[config.mk]
export PLATFORM = sky130hd
export DESIGN_NAME = pkfog_arith
export DESIGN_NICKNAME = d
export VERILOG_FILES = /design/src/hdl/pkfog_pkg.sv /design/src/hdl/pkfog_arith.sv
export SDC_FILE = /design/constraint.sdc
export NUM_CORES = 2
export LEC_CHECK = 0
export BUFFER_PORTS_ARGS = -buffer_cell sky130_fd_sc_hd__buf_2
export CAP_MARGIN = 20
export CORE_UTILIZATION = 45
export CTS_CLUSTER_DIAMETER = 150
export DETAILED_ROUTE_END_ITERATION = 10
export PLACE_DENSITY = 0.66
export SYNTH_ARGS = -nofsm -noshare
export SYNTH_HDL_FRONTEND = slang
export SYNTH_SLANG_ARGS = --single-unit
export TNS_END_PERCENT = 5
[constraint.sdc]
create_clock -name clk_i -period 14.7 [get_ports clk_i]
set_input_delay 0.735 -clock clk_i [delete_from_list [all_inputs] [get_ports clk_i]]
set_output_delay 0.735 -clock clk_i [all_outputs]
set_load 0.005 [all_outputs]
[src/hdl/pkfog_pkg.sv]
// ----------------------------------------------------------------------------
// pkfog_pkg
// Shared constants, types, microcode and saturating helpers for the pose
// Kalman filter with outlier gate.
// ----------------------------------------------------------------------------
package pkfog_pkg;

  localparam int FRAC_BITS = 16;
  localparam int COV_WIDTH = 48;
  localparam int DW        = 64;      // scratch datapath width
  localparam int SW        = DW + 2;  // sum width before saturation
  localparam int HW        = DW / 2;  // multiplier slice width
  localparam int MEAS_W    = 32;
  localparam int PERIOD_W  = 20;
  localparam int CFG_W     = 32;
  localparam int CFG_IDX_W = 3;
  localparam int STATUS_W  = 2;
  localparam int LANES     = 3;
  localparam int LANE_W    = 2;
  localparam int UC_AW     = 6;

  localparam logic [LANE_W-1:0] HEADING_LANE = LANE_W'(2);

  // n / 10^6 = ((n >> 6) * MEGA_RECIP) >> 45, exact for n < 2^37
  localparam int            MEGA_PRE_SHIFT   = 6;
  localparam int            MEGA_RECIP_SHIFT = 45;
  localparam logic [DW-1:0] MEGA_RECIP       = DW'(64'd2251799814);
  localparam logic [DW-1:0] HALF_MEGA        = DW'(500000);

  localparam logic [PERIOD_W-1:0]  PERIOD_RST     = PERIOD_W'(33333);
  localparam logic [CFG_W-1:0]     VAR_RST        = CFG_W'(65536);
  localparam logic [CFG_W-1:0]     POS_GATE_RST   = CFG_W'(655);
  localparam logic [CFG_W-1:0]     ANGLE_GATE_RST = CFG_W'(11438);
  localparam logic [COV_WIDTH-1:0] INIT_COV       = COV_WIDTH'(65536);

  localparam logic [UC_AW-1:0] UC_LANE_START = UC_AW'(4);
  localparam logic [UC_AW-1:0] UC_LAST       = UC_AW'(37);

  typedef enum logic [CFG_IDX_W-1:0] {
    CFG_PERIOD, CFG_ACCEL, CFG_ROT_ACCEL, CFG_POS_MEAS,
    CFG_ANGLE_MEAS, CFG_INIT_COV, CFG_POS_GATE, CFG_ANGLE_GATE
  } cfg_idx_e;

  typedef enum logic [STATUS_W-1:0] {
    STATUS_OK, STATUS_OUTLIER, STATUS_NO_DET
  } status_e;

  typedef enum logic [2:0] {
    OP_MUL, OP_DIVQ, OP_DIVT, OP_ADD, OP_SUB, OP_RSH, OP_GATE
  } op_e;

  typedef enum logic [1:0] {WID_32, WID_62, WID_COV, WID_64} wid_e;

  typedef enum logic [4:0] {
    SEL_ZERO, SEL_T, SEL_T2, SEL_T3, SEL_T4, SEL_TMP, SEL_Q00, SEL_Q01,
    SEL_Q11, SEL_PP, SEL_TP01, SEL_TP11, SEL_P00, SEL_P01, SEL_P11, SEL_S,
    SEL_Y, SEL_K0, SEL_K1, SEL_POS, SEL_RATE, SEL_C00, SEL_C01, SEL_C11,
    SEL_ACC, SEL_MEASR, SEL_MEASZ, SEL_GATE, SEL_PERIOD, SEL_MEGA,
    SEL_PREDP, SEL_PREDV
  } sel_e;

  typedef struct packed {
    op_e        op;
    sel_e       dst;
    sel_e       src_a;
    sel_e       src_b;
    wid_e       wid;
    logic [1:0] shift;
  } uc_t;

  typedef struct packed {
    logic start;
    op_e  op;
    wid_e wid;
  } au_req_t;

  typedef struct packed {
    logic                 done;
    logic signed [DW-1:0] res;
  } au_rsp_t;

  function automatic int wid_bits(input wid_e w);
    int n;
    case (w)
      WID_32:  n = 32;
      WID_62:  n = 62;
      WID_COV: n = COV_WIDTH;
      default: n = DW;
    endcase
    return n;
  endfunction

  function automatic logic signed [DW-1:0] sat(input logic signed [SW-1:0] x,
                                               input wid_e w);
    logic signed [SW-1:0] one, hi, lo;
    logic signed [SW-1:0] r;
    one = SW'(1);
    hi  = (one <<< (wid_bits(w) - 1)) - one;
    lo  = -hi - one;
    if (x > hi) begin
      r = hi;
    end else if (x < lo) begin
      r = lo;
    end else begin
      r = x;
    end
    return r[DW-1:0];
  endfunction

  function automatic logic [DW-1:0] magn(input logic signed [DW-1:0] x);
    logic [DW-1:0] r;
    r = x[DW-1] ? unsigned'(-x) : unsigned'(x);
    return r;
  endfunction

  // magnitude to signed value, clipped to the signed range then to w bits
  function automatic logic signed [DW-1:0] apply_sign(input logic [DW-1:0] m,
                                                      input logic neg,
                                                      input wid_e w);
    logic [DW-1:0]        mm;
    logic signed [SW-1:0] v;
    mm = m[DW-1] ? {1'b0, {(DW-1){1'b1}}} : m;
    v  = signed'({2'b00, mm});
    if (neg) begin
      v = -v;
    end
    return sat(v, w);
  endfunction

  // Per-item program: period setup, then one lane pass run three times.
  function automatic uc_t uc_rom(input logic [UC_AW-1:0] a);
    uc_t r;
    case (a)
      6'd0:  r = '{OP_DIVT, SEL_T,     SEL_PERIOD, SEL_MEGA,  WID_64,  2'd0};
      6'd1:  r = '{OP_MUL,  SEL_T2,    SEL_T,      SEL_T,     WID_64,  2'd0};
      6'd2:  r = '{OP_MUL,  SEL_T3,    SEL_T2,     SEL_T,     WID_64,  2'd0};
      6'd3:  r = '{OP_MUL,  SEL_T4,    SEL_T3,     SEL_T,     WID_64,  2'd0};
      6'd4:  r = '{OP_MUL,  SEL_TMP,   SEL_T4,     SEL_ACC,   WID_62,  2'd0};
      6'd5:  r = '{OP_RSH,  SEL_Q00,   SEL_TMP,    SEL_ZERO,  WID_COV, 2'd2};
      6'd6:  r = '{OP_MUL,  SEL_TMP,   SEL_T3,     SEL_ACC,   WID_62,  2'd0};
      6'd7:  r = '{OP_RSH,  SEL_Q01,   SEL_TMP,    SEL_ZERO,  WID_COV, 2'd1};
      6'd8:  r = '{OP_MUL,  SEL_Q11,   SEL_T2,     SEL_ACC,   WID_COV, 2'd0};
      6'd9:  r = '{OP_MUL,  SEL_TMP,   SEL_T,      SEL_RATE,  WID_32,  2'd0};
      6'd10: r = '{OP_ADD,  SEL_PP,    SEL_POS,    SEL_TMP,   WID_32,  2'd0};
      6'd11: r = '{OP_MUL,  SEL_TP01,  SEL_T,      SEL_C01,   WID_COV, 2'd0};
      6'd12: r = '{OP_MUL,  SEL_TP11,  SEL_T,      SEL_C11,   WID_COV, 2'd0};
      6'd13: r = '{OP_ADD,  SEL_P00,   SEL_C00,    SEL_TP01,  WID_COV, 2'd0};
      6'd14: r = '{OP_ADD,  SEL_P00,   SEL_P00,    SEL_TP01,  WID_COV, 2'd0};
      6'd15: r = '{OP_MUL,  SEL_TMP,   SEL_T,      SEL_TP11,  WID_COV, 2'd0};
      6'd16: r = '{OP_ADD,  SEL_P00,   SEL_P00,    SEL_TMP,   WID_COV, 2'd0};
      6'd17: r = '{OP_ADD,  SEL_P00,   SEL_P00,    SEL_Q00,   WID_COV, 2'd0};
      6'd18: r = '{OP_ADD,  SEL_P01,   SEL_C01,    SEL_TP11,  WID_COV, 2'd0};
      6'd19: r = '{OP_ADD,  SEL_P01,   SEL_P01,    SEL_Q01,   WID_COV, 2'd0};
      6'd20: r = '{OP_ADD,  SEL_P11,   SEL_C11,    SEL_Q11,   WID_COV, 2'd0};
      6'd21: r = '{OP_ADD,  SEL_S,     SEL_P00,    SEL_MEASR, WID_COV, 2'd0};
      6'd22: r = '{OP_SUB,  SEL_Y,     SEL_MEASZ,  SEL_PP,    WID_64,  2'd0};
      6'd23: r = '{OP_DIVQ, SEL_K0,    SEL_P00,    SEL_S,     WID_COV, 2'd0};
      6'd24: r = '{OP_DIVQ, SEL_K1,    SEL_P01,    SEL_S,     WID_COV, 2'd0};
      6'd25: r = '{OP_GATE, SEL_ZERO,  SEL_Y,      SEL_GATE,  WID_64,  2'd0};
      6'd26: r = '{OP_ADD,  SEL_PREDP, SEL_PP,     SEL_ZERO,  WID_64,  2'd0};
      6'd27: r = '{OP_ADD,  SEL_PREDV, SEL_RATE,   SEL_ZERO,  WID_64,  2'd0};
      6'd28: r = '{OP_MUL,  SEL_TMP,   SEL_K0,     SEL_Y,     WID_32,  2'd0};
      6'd29: r = '{OP_ADD,  SEL_POS,   SEL_PP,     SEL_TMP,   WID_32,  2'd0};
      6'd30: r = '{OP_MUL,  SEL_TMP,   SEL_K1,     SEL_Y,     WID_32,  2'd0};
      6'd31: r = '{OP_ADD,  SEL_RATE,  SEL_RATE,   SEL_TMP,   WID_32,  2'd0};
      6'd32: r = '{OP_MUL,  SEL_TMP,   SEL_K0,     SEL_P00,   WID_COV, 2'd0};
      6'd33: r = '{OP_SUB,  SEL_C00,   SEL_P00,    SEL_TMP,   WID_COV, 2'd0};
      6'd34: r = '{OP_MUL,  SEL_TMP,   SEL_K0,     SEL_P01,   WID_COV, 2'd0};
      6'd35: r = '{OP_SUB,  SEL_C01,   SEL_P01,    SEL_TMP,   WID_COV, 2'd0};
      6'd36: r = '{OP_MUL,  SEL_TMP,   SEL_K1,     SEL_P01,   WID_COV, 2'd0};
      6'd37: r = '{OP_SUB,  SEL_C11,   SEL_P11,    SEL_TMP,   WID_COV, 2'd0};
      default: r = '{OP_ADD, SEL_ZERO, SEL_ZERO,   SEL_ZERO,  WID_64,  2'd0};
    endcase
    return r;
  endfunction

endpackage

[src/hdl/pkfog_arith.sv]
// ----------------------------------------------------------------------------
// pkfog_arith
// Shared multicycle unit: Q-format multiply from four 32x32 partial
// products, a reciprocal multiply for the sample-time scaling, and a
// one-bit-per-cycle shift-subtract divider.
// ----------------------------------------------------------------------------
module pkfog_arith (
  input  logic                          clk_i,
  input  logic                          rst_ni,
  input  pkfog_pkg::au_req_t            req_i,
  input  logic signed [pkfog_pkg::DW-1:0] a_i,
  input  logic signed [pkfog_pkg::DW-1:0] b_i,
  output pkfog_pkg::au_rsp_t            rsp_o
);

  localparam int DW  = pkfog_pkg::DW;
  localparam int HW  = pkfog_pkg::HW;
  localparam int FB  = pkfog_pkg::FRAC_BITS;
  localparam int DCW = $clog2(DW);

  localparam logic [2:0] A_IDLE = 3'd0;
  localparam logic [2:0] A_MULP = 3'd1;
  localparam logic [2:0] A_MULA = 3'd2;
  localparam logic [2:0] A_MULF = 3'd3;
  localparam logic [2:0] A_DIV  = 3'd4;
  localparam logic [2:0] A_DIVF = 3'd5;

  logic [2:0]             state_q, state_d;
  logic                   done_q, done_d;
  logic [DW-1:0]          x_q, x_d, y_q, y_d;
  logic                   neg_q, neg_d;
  logic                   trunc_q, trunc_d;
  pkfog_pkg::wid_e        wid_q, wid_d;
  logic [2*DW-1:0]        acc_q, acc_d;
  logic [DW-1:0]          prod_q, prod_d;
  logic [1:0]             pcnt_q, pcnt_d;
  logic [DW-1:0]          rem_q, rem_d, lo_q, lo_d, quo_q, quo_d;
  logic [DCW-1:0]         dcnt_q, dcnt_d;
  logic signed [DW-1:0]   res_q, res_d;

  logic [HW-1:0]          ah, bh;
  logic [2*DW-1:0]        rnd;
  logic [DW-1:0]          mq, m_in, hi_in;
  logic [DW:0]            rem2;
  logic                   ge;

  always_comb begin
    state_d = state_q;
    done_d  = 1'b0;
    x_d     = x_q;
    y_d     = y_q;
    neg_d   = neg_q;
    trunc_d = trunc_q;
    wid_d   = wid_q;
    acc_d   = acc_q;
    prod_d  = prod_q;
    pcnt_d  = pcnt_q;
    rem_d   = rem_q;
    lo_d    = lo_q;
    quo_d   = quo_q;
    dcnt_d  = dcnt_q;
    res_d   = res_q;

    ah    = pcnt_q[1] ? x_q[DW-1:HW] : x_q[HW-1:0];
    bh    = pcnt_q[0] ? y_q[DW-1:HW] : y_q[HW-1:0];
    rnd   = acc_q + ((2*DW)'(1) << (FB - 1));
    mq    = (|rnd[2*DW-1:DW+FB]) ? '1 : rnd[DW+FB-1:FB];
    m_in  = pkfog_pkg::magn(a_i);
    hi_in = m_in >> (DW - FB);
    rem2  = {rem_q, lo_q[DW-1]};
    ge    = rem2 >= {1'b0, y_q};

    case (state_q)
      A_IDLE: begin
        if (req_i.start) begin
          wid_d   = req_i.wid;
          quo_d   = '0;
          dcnt_d  = DCW'(DW - 1);
          trunc_d = 1'b0;
          case (req_i.op)
            pkfog_pkg::OP_MUL: begin
              x_d     = pkfog_pkg::magn(a_i);
              y_d     = pkfog_pkg::magn(b_i);
              neg_d   = a_i[DW-1] ^ b_i[DW-1];
              acc_d   = '0;
              pcnt_d  = '0;
              state_d = A_MULP;
            end
            pkfog_pkg::OP_DIVT: begin
              // n / 10^6 as (n >> 6) / 15625, by reciprocal multiply and truncation
              x_d     = unsigned'(a_i) >> pkfog_pkg::MEGA_PRE_SHIFT;
              y_d     = b_i;
              neg_d   = 1'b0;
              acc_d   = '0;
              pcnt_d  = '0;
              trunc_d = 1'b1;
              state_d = A_MULP;
            end
            pkfog_pkg::OP_DIVQ: begin
              neg_d = a_i[DW-1];
              if (b_i <= 0) begin
                res_d  = '0;
                done_d = 1'b1;
              end else if (hi_in >= unsigned'(b_i)) begin
                res_d  = pkfog_pkg::apply_sign('1, a_i[DW-1], req_i.wid);
                done_d = 1'b1;
              end else begin
                rem_d   = hi_in;
                lo_d    = m_in << FB;
                y_d     = b_i;
                state_d = A_DIV;
              end
            end
            default: ;
          endcase
        end
      end
      A_MULP: begin
        prod_d  = ah * bh;
        state_d = A_MULA;
      end
      A_MULA: begin
        acc_d   = acc_q + ({{DW{1'b0}}, prod_q} << (HW * (int'(pcnt_q[1]) + int'(pcnt_q[0]))));
        pcnt_d  = pcnt_q + 2'd1;
        state_d = (pcnt_q == 2'd3) ? A_MULF : A_MULP;
      end
      A_MULF: begin
        if (trunc_q) begin
          res_d = signed'(DW'(acc_q >> pkfog_pkg::MEGA_RECIP_SHIFT));
        end else begin
          res_d = pkfog_pkg::apply_sign(mq, neg_q, wid_q);
        end
        done_d  = 1'b1;
        state_d = A_IDLE;
      end
      A_DIV: begin
        rem_d  = ge ? DW'(rem2 - {1'b0, y_q}) : rem2[DW-1:0];
        quo_d  = {quo_q[DW-2:0], ge};
        lo_d   = lo_q << 1;
        dcnt_d = dcnt_q - DCW'(1);
        if (dcnt_q == '0) begin
          state_d = A_DIVF;
        end
      end
      A_DIVF: begin
        res_d   = pkfog_pkg::apply_sign(quo_q, neg_q, wid_q);
        done_d  = 1'b1;
        state_d = A_IDLE;
      end
      default: state_d = A_IDLE;
    endcase
  end

  always_ff @(posedge clk_i or negedge rst_ni) begin
    if (!rst_ni) begin
      state_q <= A_IDLE;
      done_q  <= 1'b0;
    end else begin
      state_q <= state_d;
      done_q  <= done_d;
    end
  end

  always_ff @(posedge clk_i) begin
    x_q     <= x_d;
    y_q     <= y_d;
    neg_q   <= neg_d;
    trunc_q <= trunc_d;
    wid_q   <= wid_d;
    acc_q   <= acc_d;
    prod_q  <= prod_d;
    pcnt_q  <= pcnt_d;
    rem_q   <= rem_d;
    lo_q    <= lo_d;
    quo_q   <= quo_d;
    dcnt_q  <= dcnt_d;
    res_q   <= res_d;
  end

  assign rsp_o.done = done_q;
  assign rsp_o.res  = res_q;

endmodule

==> results.md <==
* CTS tree: yes
* Most frequent cells in the layout: 1,246 x nand2_1, 1,218 x inv_1, 927 x nor2_1, 898 x fa_1, 724 x ha_1
* H-Tree Depth at 3
* Filler cell count at ~18k
* Fmax at 73.0 MHz
* Top FF cell, synth: edfxtp_1
* Die height at 435 um
* Tightest Pin Transition at 1.16 ns
* Vias at around 74k
* Later-pin clock latency in the skew report at around 0.74 ns
* Critical Path Fanout Max at 17
* Crit-path slowest cell: nor3_1
* Die ar. at 189,000 sq um
* Final ANT Viol Nets at 0
* Synth area leaders: fa_1 21%, edfxtp_1 20%, ha_1 11%
* Initial antenna violation count at 10
* Port Buffers at 200
* Number of buffers created by CTS at 76
* Yosys cell types at 91
* Asr flop ratio synth at less than 1%
* Slew Limit Fails at 0
* Crit path kind: reg2reg
* Final wirelength at approximately 320 mm
* Avg Cell Area, Syn at 8.59 sq um
* Top Family by Delay on Critical Path: simple AND/OR/NAND/NOR gates
* Clock Path Buffers at 3
* Grt ovf at 0
* Number of synthesized flops with an enable pin at around 570
* Inst Count DP at 12.2k
* GR Util All Layers at 33.6%
* Clock root buffer: clkbuf_16
* Clk_skew at roughly 0.052 ns
* Area share of the largest cell type after synthesis at 21.4%
* Mapped cell area at 84,200 sq um
* Post-DP HPWL at 253 mm
* Crit path buffers/inverters at 0
* CP arrival at 14.12 ns
* DRC viols at 0
* Number of global-route vias before repair at 73.9k
* Setup repair bufs after CTS at 0
* Final worst path period share at between 90% and 100%
* Sequential cell area fraction in the yosys report at 20.5%
* Clock sink count at around 580
* Hold Path Class: in2reg
* Synthesis Warnings at 0
* Slew margin rel. at 22.9%
* TritonRoute pass-1 iters at 7
* CTS clock-pin slew for the worst setup and hold paths at 0.06 ns
* Crit start category: flop
* Period minus WS final at 13.70 ns
* WL per Instance at roughly 26 um
* Largest net degree at the start of global routing at 114
* Setup-failing EPs final at 0
* Via-per-instance ratio at 6.01
* Final non-filler cell total at between 10k and 15k
* Post-route setup TNS at 0 ns
* Slowest cell delay on critical path at 0.73 ns
* Initial Utilization at around 45%
* Core area at 186,000 sq um
* Cell count after synthesis at around 10k
* Initial DRC count at roughly 7.4k
* Run status: complete, no violations
* Post-synthesis register bit count at 576
* Fraction of final layout cells sized beyond drive strength 1 at 6.58%
* Setup crit end kind: flop
* RSZ-0062 raised after global routing: no
* Die W at about 430 um
* CP most frequent cell: nand3_1
* Row count at 158
* First-pass GRT wire length at 473 mm
* Critical Path RT at 15.12 ns
* Area grow syn2layout at 7.74%
* Synth area leader: fa_1
* I/O Pins at 201
* GP Congestion at 1.01
* Nets at 11.5k
* Final Hold Violating Endpoints at 0
* Max Cap Viol at 0
* Most common cell after layout, fill and taps aside: nand2_1
## synthesized netlist by cell type, types with 29 or more instances
master and number:
fa_1 898, ha_1 725, a31oi_1 52, inv_1 1219, or4_1 37, buf_1 31, or3_1 56, nand2b_1 67
mux2i_1 138, clkbuf_1 440, and3_1 122, o211ai_1 29, o21bai_1 75, nor2b_1 99, a22oi_1 34, nor3_1 167
o21a_1 58, or2_2 30, o31ai_1 72, mux2_2 35, nor2_1 932, a21o_1 232, edfxtp_1 572, and2_1 114
a22o_1 38, o22ai_1 48, o21ai_0 313, nand3_1 176, a211oi_1 45, nand2_1 1249, nor4_1 96, xnor2_1 264
nand4_1 157, a21oi_1 595, xor2_1 225
## flip-flops by register name, indices dropped and copies added (netlist names), 2 cells and up
name     count
acc_q      128
dcnt_q       6
lo_q        48
pcnt_q       2
prod_q      64
quo_q       64
rem_q       64
res_q       64
state_q      3
wid_q        2
x_q         64
y_q         64
## final timing paths
check / from / to / slack [ns] / cells after the start
hold reg to reg: lo_q[31] / lo_q[32] / 0.58 / 2
setup / recovery: acc_q[20] / res_q[47] / 1.00 / 36
min in group asynchronous: rst_ni / state_q[1] / 0.37 / 2
max in group asynchronous: rst_ni / state_q[2] / 14.17 / 2
setup reg to reg: acc_q[20] / res_q[47] / 1.00 / 36
hold / removal: b_i[0] / y_q[0] / 0.23 / 1
## worst register-to-register path: cells and delay by family, from the launching register on
kind            cells  cell delay [ns]
mux                 1             0.16
fa+ha+maj           2             0.56
flops               1             0.57
simple gates       28            10.38
compound gates      5             1.74
## logic make-up after synthesis
kind of cell,synth area share [%]
and+or+nand+nor,18.6
AOI/OAI and AO/OA,14.0
buffers and inverters,7.57
adders and majority gates,32.1
DFF,20.5
xor gates and xnor gates,5.09
muxes,2.11
other,0.00892
## metal layers
metal | track usage, % | routed length, um
met5 | 0 | 57
met1 | 41.3 | 123000
met2 | 55.4 | 149000
met4 | 19.8 | 22400
met3 | 5.76 | 24400
## area by class of cell
cell class | instances | area, sq um | share of cell area, %
Timing Repair Buffer | 365 | 2260 | 2.49
Multi-Input combinational cell | 7544 | 60900 | 67.1
Sequential cell | 576 | 17300 | 19.0
Tap cell | 2480 | 3100 | 3.42
Antenna cell | 8 | 20.0 | 0.0221
Clock inverter | 57 | 632 | 0.697
Clock buffer | 83 | 1950 | 2.15
Inverter | 1219 | 4580 | 5.04
## per-stage QoR
step	util [%]	setup slack (ns)	area, sq um	hold WS (ns)
6_report	48.9	1.00	90700	0.231
4_1_cts	48.8	1.36	90600	0.192
5_1_grt	48.9	0.0426	90700	0.212
2_1_floorplan	-	1.85	84300	0.439
3_3_place_gp	47.4	1.65	88100	0.552
3_5_place_dp	47.4	1.38	88100	0.560
## what timing repair did
| item | CTS | global route |
|---|---|---|
| resized for setup | 0 | 0 |
| endpoints found under the setup margin | 0 | 0 |
| endpoints found under the hold margin | 4 | 0 |
| hold buffers | 1 | 0 |
Power is not shown: default switching activity piles up to over one toggle a cycle in this logic, so the estimate is an artifact.
